<file path="src/rtl/core/lwsf_pkg.sv">
// Shared constants, types and character classification for the long word stream filter.
// No dependencies; imported by lwsf_word_track and long_word_stream_filter_core.
`default_nettype none

package lwsf_pkg;

    localparam int WORD_CAPACITY = 63;
    localparam int CHAR_W        = 8;
    localparam int CFG_W         = 6;
    localparam int LEN_W         = 7;
    localparam int LEN_SAT       = (1 << LEN_W) - 1;
    localparam int ADDR_W        = (WORD_CAPACITY > 1) ? $clog2(WORD_CAPACITY) : 1;
    localparam int CNT_W         = $clog2(WORD_CAPACITY + 1);

    localparam logic [CFG_W-1:0] MAX_LETTERS_RESET = CFG_W'(63);

    typedef struct packed {
        logic             in_word;
        logic             too_long;
        logic             has_symbol;
        logic             overflowed;
        logic [LEN_W-1:0] length;
    } word_status_t;

    // Space . , newline NUL ? ! ; : - _ ( ) tab / & and double quote.
    function automatic logic is_delim(input logic [CHAR_W-1:0] c);
        return c inside {8'h20, 8'h2E, 8'h2C, 8'h0A, 8'h00, 8'h3F, 8'h21, 8'h3B,
                         8'h3A, 8'h2D, 8'h5F, 8'h28, 8'h29, 8'h09, 8'h2F, 8'h26,
                         8'h22};
    endfunction

    function automatic logic is_letter(input logic [CHAR_W-1:0] c);
        return c inside {[8'h41:8'h5A], [8'h61:8'h7A]};
    endfunction

endpackage

`default_nettype wire

</file>
<file path="src/rtl/core/lwsf_word_track.sv">
// Word buffer and per-word flags: the word store memory, length counter and status bits.
// Depends on lwsf_pkg.
`default_nettype none

module lwsf_word_track
    import lwsf_pkg::*;
(
    input  wire logic              aclk,
    input  wire logic              aresetn,
    input  wire logic              char_wr,
    input  wire logic              word_clear,
    input  wire logic [CHAR_W-1:0] char_in,
    input  wire logic [CFG_W-1:0]  max_letters,
    input  wire logic              rd_en,
    input  wire logic [ADDR_W-1:0] rd_addr,
    output logic [CHAR_W-1:0]      rd_data,
    output word_status_t           status
);

    logic [CHAR_W-1:0] word_mem [WORD_CAPACITY];
    logic [CHAR_W-1:0] rd_data_reg;

    logic             in_word_reg, in_word_next;
    logic             too_long_reg, too_long_next;
    logic             has_symbol_reg, has_symbol_next;
    logic             overflowed_reg, overflowed_next;
    logic [LEN_W-1:0] len_reg, len_next;

    logic [LEN_W-1:0] base_len;
    logic             base_ovf;
    logic             store_ok;

    assign base_len = in_word_reg ? len_reg : '0;
    assign base_ovf = in_word_reg ? overflowed_reg : 1'b0;
    assign store_ok = base_len < LEN_W'(WORD_CAPACITY);

    always_comb begin
        in_word_next    = in_word_reg;
        too_long_next   = too_long_reg;
        has_symbol_next = has_symbol_reg;
        overflowed_next = overflowed_reg;
        len_next        = len_reg;
        if (word_clear) begin
            in_word_next    = 1'b0;
            too_long_next   = 1'b0;
            has_symbol_next = 1'b0;
            overflowed_next = 1'b0;
            len_next        = '0;
        end else if (char_wr) begin
            has_symbol_next = has_symbol_reg | ~is_letter(char_in);
            overflowed_next = base_ovf | ~store_ok;
            len_next        = (base_len < LEN_W'(LEN_SAT)) ? base_len + 1'b1 : base_len;
            too_long_next   = too_long_reg | (len_next > {1'b0, max_letters});
            in_word_next    = 1'b1;
        end
    end

    always_ff @(posedge aclk) begin
        if (!aresetn) begin
            in_word_reg    <= 1'b0;
            too_long_reg   <= 1'b0;
            has_symbol_reg <= 1'b0;
            overflowed_reg <= 1'b0;
            len_reg        <= '0;
        end else begin
            in_word_reg    <= in_word_next;
            too_long_reg   <= too_long_next;
            has_symbol_reg <= has_symbol_next;
            overflowed_reg <= overflowed_next;
            len_reg        <= len_next;
        end
    end

    always_ff @(posedge aclk) begin
        if (char_wr && !word_clear && store_ok) begin
            word_mem[base_len[ADDR_W-1:0]] <= char_in;
        end
    end

    always_ff @(posedge aclk) begin
        if (rd_en) begin
            rd_data_reg <= word_mem[rd_addr];
        end
    end

    assign rd_data           = rd_data_reg;
    assign status.in_word    = in_word_reg;
    assign status.too_long   = too_long_reg;
    assign status.has_symbol = has_symbol_reg;
    assign status.overflowed = overflowed_reg;
    assign status.length     = len_reg;

`ifndef NO_ASSERTIONS
    a_idle_len_zero: assert property (@(posedge aclk) disable iff (!aresetn)
        !in_word_reg |-> len_reg == '0)
        else $error("word length nonzero outside a word");

    a_idle_flags_clear: assert property (@(posedge aclk) disable iff (!aresetn)
        !in_word_reg |-> !too_long_reg && !has_symbol_reg && !overflowed_reg)
        else $error("word flags set outside a word");

    a_clear_ends_word: assert property (@(posedge aclk) disable iff (!aresetn)
        word_clear |=> !in_word_reg && len_reg == '0)
        else $error("delimiter did not close the word");
`endif

endmodule

`default_nettype wire

</file>
<file path="src/rtl/core/long_word_stream_filter_core.sv">
// Top level of the long word stream filter: input handshake, emit sequencer, output register.
// Depends on lwsf_pkg and lwsf_word_track.
`default_nettype none

// The filter takes one character byte per input word and gives back the filtered stream.
// Bytes that are not delimiters are collected into the current word; each one is
// accepted while the sequencer is idle and produces no output. A delimiter (space, period, comma, newline, NUL,
// question mark, exclamation mark, semicolon, colon, hyphen, underscore, both parentheses,
// tab, slash, ampersand, double quote) closes the word: the stored bytes are sent one per
// output word, unless the word holds only letters and is longer than max_letters, and then
// the delimiter itself is sent with m_last high. m_word_overflow is high on every output
// word of a run whose word went past the 63-byte store; extra bytes are dropped. The store
// has one read port, so the sequencer reads a byte into registered read data in ST_READ
// and hands it to the output register in ST_PUSH. The sequencer waits while m_ready holds
// the output register full, and s_ready stays low from the closing delimiter until that
// delimiter has been loaded into the output register. The output register lets a new
// input word be taken while the closing delimiter still waits downstream. max_letters
// resets to 63 and is written through cfg_we and cfg_wdata; the user must write it only
// while the filter is idle, which the block itself does not enforce.

module long_word_stream_filter_core
    import lwsf_pkg::*;
(
    input  wire logic              aclk,
    input  wire logic              aresetn,
    input  wire logic              s_valid,
    output logic                   s_ready,
    input  wire logic [CHAR_W-1:0] s_in_char,
    output logic                   m_valid,
    input  wire logic              m_ready,
    output logic [CHAR_W-1:0]      m_out_char,
    output logic                   m_last,
    output logic                   m_word_overflow,
    input  wire logic              cfg_we,
    input  wire logic [CFG_W-1:0]  cfg_wdata
);

    typedef enum logic [3:0] {
        ST_IDLE  = 4'b0001,
        ST_READ  = 4'b0010,
        ST_PUSH  = 4'b0100,
        ST_DELIM = 4'b1000
    } seq_state_t;

    seq_state_t        state_reg, state_next;
    logic [ADDR_W-1:0] idx_reg, idx_next;
    logic [CNT_W-1:0]  cnt_reg, cnt_next;
    logic [CHAR_W-1:0] delim_reg, delim_next;
    logic              ovf_reg, ovf_next;
    logic [CFG_W-1:0]  max_letters_reg;

    logic              out_valid_reg, out_valid_next;
    logic [CHAR_W-1:0] out_char_reg, out_char_next;
    logic              out_last_reg, out_last_next;
    logic              out_ovf_reg, out_ovf_next;

    word_status_t      status;
    logic [CHAR_W-1:0] rd_data;
    logic              rd_en;
    logic [ADDR_W-1:0] rd_addr;

    logic              in_take;
    logic              in_delim;
    logic              char_wr;
    logic              word_clear;
    logic              out_free;
    logic              snap_emit;
    logic              snap_ovf;
    logic [CNT_W-1:0]  snap_cnt;
    logic [CNT_W-1:0]  idx_inc;

    assign s_ready    = (state_reg == ST_IDLE);
    assign in_take    = s_valid && s_ready;
    assign in_delim   = is_delim(s_in_char);
    assign char_wr    = in_take && !in_delim;
    assign word_clear = in_take && in_delim;
    assign out_free   = !out_valid_reg || m_ready;

    // What the closing delimiter sees of the word that it ends.
    assign snap_ovf  = status.in_word && status.overflowed;
    assign snap_emit = status.in_word && (status.has_symbol || !status.too_long);
    assign snap_cnt  = (status.length > LEN_W'(WORD_CAPACITY)) ? CNT_W'(WORD_CAPACITY)
                                                               : status.length[CNT_W-1:0];
    assign idx_inc   = CNT_W'(idx_reg) + 1'b1;

    lwsf_word_track u_word_track (
        .aclk        (aclk),
        .aresetn     (aresetn),
        .char_wr     (char_wr),
        .word_clear  (word_clear),
        .char_in     (s_in_char),
        .max_letters (max_letters_reg),
        .rd_en       (rd_en),
        .rd_addr     (rd_addr),
        .rd_data     (rd_data),
        .status      (status)
    );

    // Sequencer: a delimiter snapshots the word, then the stored bytes of a kept, non-empty word
    // are read one at a time and pushed into the output register, and the delimiter goes out last.
    always_comb begin
        state_next     = state_reg;
        idx_next       = idx_reg;
        cnt_next       = cnt_reg;
        delim_next     = delim_reg;
        ovf_next       = ovf_reg;
        rd_en          = 1'b0;
        rd_addr        = idx_reg;
        out_valid_next = out_valid_reg && !m_ready;
        out_char_next  = out_char_reg;
        out_last_next  = out_last_reg;
        out_ovf_next   = out_ovf_reg;
        case (state_reg)
            ST_IDLE: begin
                if (word_clear) begin
                    delim_next = s_in_char;
                    ovf_next   = snap_ovf;
                    cnt_next   = snap_cnt;
                    idx_next   = '0;
                    state_next = (snap_emit && snap_cnt != '0) ? ST_READ : ST_DELIM;
                end
            end
            ST_READ: begin
                rd_en      = 1'b1;
                state_next = ST_PUSH;
            end
            ST_PUSH: begin
                if (out_free) begin
                    out_valid_next = 1'b1;
                    out_char_next  = rd_data;
                    out_last_next  = 1'b0;
                    out_ovf_next   = ovf_reg;
                    idx_next       = idx_reg + 1'b1;
                    state_next     = (idx_inc == cnt_reg) ? ST_DELIM : ST_READ;
                end
            end
            ST_DELIM: begin
                if (out_free) begin
                    out_valid_next = 1'b1;
                    out_char_next  = delim_reg;
                    out_last_next  = 1'b1;
                    out_ovf_next   = ovf_reg;
                    state_next     = ST_IDLE;
                end
            end
            default: begin
                state_next = ST_IDLE;
            end
        endcase
    end

    always_ff @(posedge aclk) begin
        if (!aresetn) begin
            state_reg       <= ST_IDLE;
            out_valid_reg   <= 1'b0;
            max_letters_reg <= MAX_LETTERS_RESET;
        end else begin
            state_reg     <= state_next;
            out_valid_reg <= out_valid_next;
            if (cfg_we) begin
                max_letters_reg <= cfg_wdata;
            end
        end
    end

    // Payload and sequencer bookkeeping need no reset.
    always_ff @(posedge aclk) begin
        idx_reg      <= idx_next;
        cnt_reg      <= cnt_next;
        delim_reg    <= delim_next;
        ovf_reg      <= ovf_next;
        out_char_reg <= out_char_next;
        out_last_reg <= out_last_next;
        out_ovf_reg  <= out_ovf_next;
    end

    assign m_valid         = out_valid_reg;
    assign m_out_char      = out_char_reg;
    assign m_last          = out_last_reg;
    assign m_word_overflow = out_ovf_reg;

`ifndef NO_ASSERTIONS
    a_push_in_range: assert property (@(posedge aclk) disable iff (!aresetn)
        (state_reg == ST_PUSH || state_reg == ST_READ) |-> CNT_W'(idx_reg) < cnt_reg)
        else $error("read index ran past the kept word length");

    a_suppressed_to_delim: assert property (@(posedge aclk) disable iff (!aresetn)
        (word_clear && !snap_emit) |=> state_reg == ST_DELIM)
        else $error("suppressed word did not go straight to the delimiter");

    a_delim_sets_last: assert property (@(posedge aclk) disable iff (!aresetn)
        (state_reg == ST_DELIM && out_free) |=> m_valid && m_last && m_out_char == delim_reg)
        else $error("closing delimiter not presented with last");

    a_push_clears_last: assert property (@(posedge aclk) disable iff (!aresetn)
        (state_reg == ST_PUSH && out_free) |=> m_valid && !m_last)
        else $error("word byte presented with last");
`endif

endmodule

`default_nettype wire
</file>
<file path="config.mk">
export PLATFORM = sky130hd
export DESIGN_NAME = long_word_stream_filter_core
export DESIGN_NICKNAME = d
export VERILOG_FILES = /design/src/rtl/core/lwsf_pkg.sv /design/src/rtl/core/lwsf_word_track.sv /design/src/rtl/core/long_word_stream_filter_core.sv
export SDC_FILE = /design/constraint.sdc
export NUM_CORES = 1
export LEC_CHECK = 0
export ABC_AREA = 1
export BUFFER_PORTS_ARGS = -buffer_cell sky130_fd_sc_hd__clkbuf_2
export CAP_MARGIN = 15
export CORE_UTILIZATION = 33
export CTS_CLUSTER_DIAMETER = 200
export DETAILED_ROUTE_END_ITERATION = 6
export PLACE_DENSITY_LB_ADDON = 0.05
export REMOVE_ABC_BUFFERS = 1
export SLEW_MARGIN = 25
export SYNTH_ARGS = -nofsm -noshare
export SYNTH_HDL_FRONTEND = slang
export SYNTH_SLANG_ARGS = --single-unit
</file>
<file path="constraint.sdc">
create_clock -name aclk -period 2.8 [get_ports aclk]
set_input_delay 0 -clock aclk [delete_from_list [all_inputs] [get_ports aclk]]
set_output_delay 0 -clock aclk [all_outputs]
set_load 0.05 [all_outputs]
</file>
---- After elaboration in Yosys (flattened, before gate mapping) ----
Memory sizes are Yosys's and may differ from the RTL's. A register that Yosys moved wholly into a read port is not among the register bits.
Index checks and enable logic that the tools add are counted.
word-level totals
  register bits ........................... 53
  latch bits .............................. 0
  memory bits (writable) .................. 504
  ROM bits ................................ 0
  input bits .............................. 19
  output and inout bits ................... 12
  word-level logic and storage cells ...... 111
  memories kept ........................... 1
operators by class
  $add $sub $neg .......................... 2
  multiply operators ...................... 0
  divide/modulo/power cells ............... 0
  order comparisons ....................... 8
  eq/ne operators ......................... 24
  shifts and indexed selects .............. 0
  multiplexer cells ....................... 24
  bitwise logic cells ..................... 6
  reductions and logical operators ........ 31
memories
  name                   depth  width  rd ports  clocked after Yosys merged registers in  wr ports  RTL line               source
  u_word_track.word_mem  63     8      1         1                                        1         lwsf_word_track.sv:20  logic [CHAR_W-1:0] word_mem [WORD_CAPACITY];
operator list
  operator                                                                             count
  8-bit by 6-bit == test with 1-bit output, second input constant                      13
  4-bit 2-to-1 mux                                                                     5
  6-bit 2-to-1 mux                                                                     3
  17-bit nonzero test                                                                  1
  8-bit by 4-bit == test with 1-bit output, second input constant                      2
  8-bit by 7-bit greater-or-equal comparator with 1-bit output, second input constant  2
  8-bit by 7-bit <= comparator with 1-bit output, second input constant                2
  8-bit 2-to-1 mux                                                                     2
  4-bit one-hot mux with 4 select lines                                                1
  8-bit one-hot mux with 2 select lines                                                1
  7-bit 2-to-1 mux                                                                     2
  6-bit one-hot mux with 2 select lines                                                1
  1-bit logical AND                                                                    11
  3-bit AND reduction                                                                  3
  8-bit by 7-bit == test with 1-bit output, second input constant                      1
  8-bit zero test                                                                      1
  1-bit 2-to-1 mux                                                                     8
  7-bit by 1-bit adder with 7-bit output, second input constant                        1
  7-bit by 6-bit > comparator with 1-bit output                                        1
  7-bit by 6-bit > comparator with 1-bit output, second input constant                 1
  7-bit by 6-bit less-than comparator with 1-bit output, second input constant         1
  7-bit less-than comparator, second input constant                                    1
  6-bit by 1-bit adder with 6-bit output, second input constant                        1
  6-bit == test                                                                        1
  other kinds (15)                                                                     29

---- Longest topological paths before layout ----
Gate-level depths: netlist of the first run.
  depth in word-level cells ............... 8
  mapped depth ............................ 19
  mapped depth without buffers ............ 18

---- Hierarchy ----
Synthesis of the first run repeated with hierarchy kept, for this count alone.
unflattened totals
  cell total of the unflattened synthesis .. 2147
  area total of the unflattened synthesis .. 23679.0 µm²
by module, submodules not included
  module                        times used  cells each  area an instance (µm²)  seq. area each (µm²)
  lwsf_word_track               1           1900        21598.2                 15595.0
  long_word_stream_filter_core  1           247         2080.7                  1151.1

---- Worst setup path before layout of the first run ----
No wires, ideal clock.
  kind .................................... flip-flop to flip-flop
  from .................................... register state_reg[3]
  to ...................................... memory u_word_track.word_mem[14][0], enable pin
  setup time .............................. 383 ps
  data arrival time ....................... 1980 ps
  required time ........................... 2417 ps
  path slack .............................. 437 ps
  stages on the path, launching flop included .. 10
  buffers on the path ..................... 0
  clock period less this slack ............ 2363 ps
  cell sequence ........................... dfxtp_1 nor2_1 nand3_1 inv_2 nand2_1 clkinv_1 nand3_4 inv_8 nand2_2 nor3_1
on the way
  longest elaborated chain between the ends .. 8
  elaborated cells between the ends (all ways) .. 9
  those cells by class .................... 1 x eq/ne; 2 x mux; 6 x reduce/logical
RTL lines
  element                                       RTL line                             source
  start, declared                               long_word_stream_filter_core.sv:45   seq_state_t state_reg, state_next;
  start signal, assigned                        long_word_stream_filter_core.sv:158  state_reg <= state_next;
  4-bit by 1-bit == test with 1-bit output (*)  long_word_stream_filter_core.sv:72   assign s_ready = (state_reg == ST_IDLE);
  via s_ready                                   long_word_stream_filter_core.sv:27   output logic s_ready,
  1-bit logical AND (*)                         long_word_stream_filter_core.sv:73   assign in_take = s_valid && s_ready;
  1-bit logical AND                             long_word_stream_filter_core.sv:76   assign word_clear = in_take && in_delim;
  1-bit zero test                               lwsf_word_track.sv:75                if (char_wr && !word_clear && store_ok) begin
  1-bit logical AND (*) (2 in a row)            lwsf_word_track.sv:75
  1-bit 2-to-1 mux (*)                          lwsf_word_track.sv:75
  1-bit 2-to-1 mux (implied by the code) (*)    lwsf_word_track.sv:76                word_mem[base_len[ADDR_W-1:0]] <= char_in;
  end, declared                                 lwsf_word_track.sv:20
The timed path passes the listed nets; every way through them passes the cells marked *.

==> metrics.md, run 1 <==
| Metric | Value |
|---|---|
| Via density | `5.08` |
| Sequential element share of the synthesized area | `0.721` |
| Vias | `15400` |
| Finished Layout Cells | `3021` |
| Filler cells | `6607` |
| Post-Synthesis Cell Area | `0.0232 mm²` |
| CTS tree | `yes` |
| DP Cell Count | `2879` |
| Routability cong. | `0.797` |
| Clk buf depth | `3` |
| Worst slew margin | `0.364` |
| EDFF count, synth | `543` |
| Most frequent cells in the layout | `543 x edfxtp_1, 310 x nor2_1, 237 x nand2_1, 232 x o21ai_0, 127 x buf_4` |
| GRT Overall Usage | `0.202` |
| Critical path class | `reg2reg` |
| Worst-path cell chain | `inv_6 -> buf_12 -> buf_4 -> o21ai_0 -> o22ai_1 -> o211ai_1 -> nand3_1 -> nand3_1 -> nand2_1` |
| Largest fanout on the critical path | `63` |
| Largest area contributor in the netlist | `edfxtp_1` |
| Resize count post-CTS | `0` |
| Drt total wl | `71000 µm` |
| I/O pin cnt | `31` |
| Slew @ Worst Pin | `949 ps` |
| Total power | `25.8 mW` |
| RSZ-0062 raised after global routing | `false` |
| Vias in the first global route | `15500` |
| Site Rows | `96` |
| Worst hold margin | `74.0 ps` |
| Final hold violations | `0` |
| Crit path buf inv count | `3` |
| Initial DRC Count | `1450` |
| Setup WS pre-CTS | `302 ps` |
| Post-DRT Antenna Nets | `0` |
| Setup violations, final | `0` |
| Mapped Cells | `1889` |
| Clock transition at path regs | `60 ps` |
| Dominant cells by area after synthesis | `edfxtp_1 70%, nor2_1 5.0%, o21ai_0 5.0%` |
| Async S/R FF share, synth | `0` |
| Most common cell after layout, fill and taps aside | `edfxtp_1` |
| Setup Skew | `18.1 ps` |
| H-tree levels | `3` |
| Die width | `267 µm` |
| Initial core utilization | `0.336` |
| Leak | `9.40 nW` |
| IO Port Bufs | `30` |
| Startpoint Class | `flop` |
| Final slew viol count | `0` |
| Flop-to-flop setup slack | `290 ps` |
| Area grow syn2layout | `18.6%` |
| HPWL Detailed | `43300 µm` |
| Root Driver | `clkbuf_16` |
| DR pass1 iterations | `4` |
| Status | `finished, final reports clean` |
| Max cap viols | `0` |
| PwrDens | `938 mW/mm²` |
| WP data arrival | `2960 ps` |
| Die area | `0.0714 mm²` |
| Crit end category | `flop` |
| Die Span Y | `267 µm` |
| Routed len/inst | `23.5 µm` |
| DR DRC count | `0` |
| Hold Path Class | `in2reg` |
| Synthesized flop and latch total | `565` |
| Top delay family on crit path | `buffers and inverters` |
| CP required | `3250 ps` |
| Layout Nets | `2072` |
| Tcrit/Tclk final | `0.897` |
| Clock sinks | `565` |
| Slowest-stage cell, CP | `edfxtp_1` |
| Setup bufs post-CTS | `0` |
| GR Overflow Total | `0` |
| Clk_lat worst skew | `600 ps` |
| VDD IR max | `536 µV` |
| First-pass GRT wire length | `105000 µm` |
| CTS Buf Count | `68` |
| Initial antenna violation count | `3` |
| Post-synth top area share | `0.702` |
| Average size of a mapped cell | `12.3 µm²` |
| Largest net degree at the start of global routing | `92` |
| Core ar. | `0.0691 mm²` |
| Peak Freq | `0.398 GHz` |
| Main synth FF type | `edfxtp_1` |
| CP peak stage delay | `500 ps` |
| CP dominant cell by count | `nand3_1` |
| Largest register FFs | `504` |
| Syn. warnings | `0` |
| Library cells used by synthesis | `44` |
| Fin crit period | `2510 ps` |
| Layout cell share with drive strength beyond 1 | `0.144` |
| Worst setup margin | `287 ps` |
==> worst paths after layout <==
| path | depth (start not counted) | end | from |
|---|---|---|---|
| setup / recovery | 9 | u_word_track.rd_data[2] | idx_reg[0] |
| hold / removal | 2 | u_word_track.word_mem[11][1] | s_in_char[1] |
| hold reg to reg | 0 | m_word_overflow | ovf_reg |
| setup reg to reg | 9 | u_word_track.rd_data[2] | idx_reg[0] |
==> through the flow <==
step           TNS [ps]  instance area, µm²   util
2_1_floorplan    -57860               22700      -
3_3_place_gp          0               25200  0.365
3_5_place_dp          0               25200  0.365
4_1_cts               0               27500  0.399
5_1_grt               0               27500  0.399
6_report              0               27500  0.399
==> what timing repair did <==
item                                    in CTS  in global routing
endpoints found under the setup margin       0                  0
hold buffers                                28                  0
hold endpoints to repair                    73                  0
==> cells in the mapped netlist (2+ instances only) <==
cell type	count
a22oi_1	2
nor3_2	10
nor2_2	3
clkbuf_1	48
nand2_1	237
inv_1	46
nand2_4	2
edfxtp_1	543
o221ai_1	18
nor2_4	3
dfxtp_1	22
nand3_2	3
o21ai_0	232
buf_4	5
o21ai_1	5
o21a_1	2
inv_2	7
nand2_2	6
nand3_1	91
o211ai_1	73
nor3_1	18
buf_2	49
o31ai_1	2
nor2_1	310
o22ai_1	60
buf_1	5
nand4_1	7
ha_1	7
a21oi_1	47
nand3b_1	2
buf_6	4
clkinv_1	6
nand4_4	3
==> cell type report <==
type / instances / area, µm² / share of cell area
Sequential cell: 565 / 16700 / 0.608
Multi-Input combinational cell: 1153 / 5710 / 0.207
Clock buffer: 86 / 1820 / 0.0662
Timing Repair Buffer: 198 / 1640 / 0.0597
Tap cell: 931 / 1160 / 0.0423
Inverter: 60 / 240 / 0.00873
Clock inverter: 27 / 200 / 0.00727
Antenna cell: 1 / 2.50 / 0.0000909
==> logic make-up (layout without fill, tap and decap cells) <==
| kind of cell | count (synthesis) | in the layout | share of synthesized area |
|---|---|---|---|
| other cells | 0 | 1 | 0 |
| fa+ha+maj | 7 | 7 | 0.00377 |
| xor+xnor | 3 | 3 | 0.00146 |
| compound gates | 444 | 444 | 0.111 |
| simple gates | 699 | 699 | 0.130 |
| flops | 565 | 565 | 0.721 |
| buf+inv | 171 | 371 | 0.0327 |
==> power breakdown <==
part / total (mW) / switching [mW] / internal (mW)
combinational: 7.89 / 5.54 / 2.35
clock: 8.23 / 3.46 / 4.77
sequential: 9.71 / 0.165 / 9.55
==> metal layers <==
layer / up-vias / wire, µm / GRT usage
li1: 7229 / - / -
met5: - / 0 / 0
met2: 345 / 33100 / 0.325
met3: 104 / 3320 / 0.0341
met1: 7678 / 33000 / 0.280
met4: 0 / 1550 / 0.0562
Note: power is estimated with default switching activity, not from simulation.
==> inputs of run 2 (changes only) <==
CORE_UTILIZATION = 60   (was 33)
CTS_CLUSTER_SIZE = 14   (was not set)
==> run 2 against run 1 <==
Against the previous run:
- register-to-register slack worse by 110 ps
- setup slack worse by 110 ps
- routed wire length is 18% lower
- highest routed layer unchanged
- clock skew is 1.8 ps higher
- combinational power is 7.6% lower
==> metrics.md, run 2 (synthesized netlist as in run 1, its figures left out) <==
| Metric | Value |
|---|---|
| Status | `finished, final reports clean` |
| Ant diodes | `0` |
| CP startpoint | `u_word_track.in_word_reg` |
| Vias in the first global route | `15000` |
| Initial core utilization | `0.614` |
| Total power | `22.8 mW` |
| Clk buf depth | `3` |
| Largest fanout on the critical path | `11` |
| Routability cong. | `0.890` |
| Psw | `8.08 mW` |
| DR pass1 iterations | `5` |
| Setup violations, final | `0` |
| Layout Utilization | `0.688` |
| Max cap viols | `0` |
| RSZ-0062 raised after global routing | `false` |
| Final slew viol count | `0` |
| Setup WS pre-CTS | `104 ps` |
| First-pass GRT wire length | `87400 µm` |
| Worst slew margin | `0.358` |
| Drt total wl | `58200 µm` |
| Leak | `8.90 nW` |
| CP required | `3100 ps` |
| Routed len/inst | `23.1 µm` |
| VDD IR max | `778 µV` |
| GRT Overall Usage | `0.302` |
| Worst hold margin | `36.9 ps` |
| Area of the multi-input gates | `0.00571 mm²` |
| WP data arrival | `2930 ps` |
| Internal Power | `14.8 mW` |
| Slew @ Worst Pin | `962 ps` |
| Layout cell share with drive strength beyond 1 | `0.120` |
| Most common cell after layout, fill and taps aside | `edfxtp_1` |
| Post-DRT Antenna Nets | `0` |
| Layout Nets | `2025` |
| Sw Ratio | `0.354` |
| Setup TNS | `0 ps` |
| Core ar. | `0.0378 mm²` |
| Area grow syn2layout | `12.2%` |
| CTS Buf Count | `46` |
| Startpoint Class | `flop` |
| Tcrit/Tclk final | `0.938` |
| Finished Layout Cells | `2520` |
| Register area | `0.0167 mm²` |
| Worst reg2reg path startpoint | `u_word_track.in_word_reg` |
| Crit end category | `flop` |
| Critical path class | `reg2reg` |
| Die Span Y | `199 µm` |
| H-tree levels | `2` |
| GR Overflow Total | `0` |
| DR DRC count | `0` |
| Comb power frac | `0.319` |
| Initial DRC Count | `1660` |
| Site Rows | `71` |
| Clock sinks | `565` |
| Largest register FFs | `504` |
| Vias | `15400` |
| CTS tree | `yes` |
| Worst setup margin | `173 ps` |
| HPWL Detailed | `34600 µm` |
| Post-DP Area | `0.0245 mm²` |
| Fin crit period | `2630 ps` |
| PwrDens | `877 mW/mm²` |
| Clk_lat worst skew | `590 ps` |
| Hold wc startpoint | `s_in_char[0]` |
| Final hold violations | `0` |
| Initial antenna violation count | `0` |
| Clk pwr share | `0.256` |
| Peak Freq | `0.381 GHz` |
| DP Cell Count | `2435` |
| Reg power frac | `0.425` |
| Clock transition at path regs | `70 ps` |
| Setup Skew | `19.9 ps` |
| Largest net degree at the start of global routing | `119` |
| Hold Path Class | `in2reg` |
| Final Instance Area | `0.0260 mm²` |
| I/O pin cnt | `31` |
| Die area | `0.0395 mm²` |
| Root Driver | `clkbuf_16` |
| IO Port Bufs | `30` |
| Via density | `6.12` |
| Most frequent cells in the layout | `543 x edfxtp_1, 310 x nor2_1, 237 x nand2_1, 232 x o21ai_0, 103 x buf_4` |
| Die width | `199 µm` |
| Filler cells | `2727` |
==> run 2: cell count changes in the layout (fill, tap and decap cells not counted), sizes merged <==
cell	change
buf	-30
bufinv	-2
clkbuf	-25
diode	-1
dlygate4sd3	-1
inv	-4
clkinv	-18
==> run 2: worst paths after layout <==
| check | slack [ps] | depth (start not counted) | to |
|---|---|---|---|
| min | 40 | 2 | delim_reg[0] |
| min reg2reg | 460 | 0 | m_word_overflow |
| max | 170 | 10 | u_word_track.word_mem[49][2] |
| max reg2reg | 170 | 10 | u_word_track.word_mem[49][2] |
==> run 2: power groups by stage <==
stage               Clock (mW)  Combinational (mW)  Sequential, mW
finish                    5.84                7.29            9.71
global route              6.19                7.94            9.72
CTS                       5.91                7.24            9.70
detailed placement           0                7.18            9.89
global placement             0                7.10            9.88
floorplan                    0                3.91            10.3
==> run 2: worst max-delay path, stage by stage, from the launching register on <==
cell,delay (ps)
dfxtp_2,410
nand2_2,90
nor2_1,60
nand2_2,180
nor2_4,60
nor2_2,150
nand3_4,120
inv_8,120
nand2_1,510
nor2_1,420
buf_4,220
==> run 2: per-layer routing <==
metal  wire, µm  GRT usage  vias up  share of wire
li1           -          -     7097              -
met1      23700      0.412     7591           0.41
met2      28300      0.494      625           0.49
met3       4470     0.0490      105          0.077
met4       1690      0.110        0          0.029
met5          0          0        -              0
==> run 2: final cells by class <==
type / count / share of cell area
clock inverters: 3 / 0.00168
inverters: 60 / 0.00922
repair buffers: 173 / 0.0558
multi-input cells: 1153 / 0.219
clock buffers: 55 / 0.0463
well taps: 511 / 0.0246
flip-flops and latches: 565 / 0.643
==> run 2: timing repair <==
action | CTS | global route
endpoints found under the setup margin | 0 | 2
gates resized for setup | 0 | 1
hold buffers | 27 | 0
endpoints found under the hold margin | 79 | 0
buffers inserted | 0 | 0
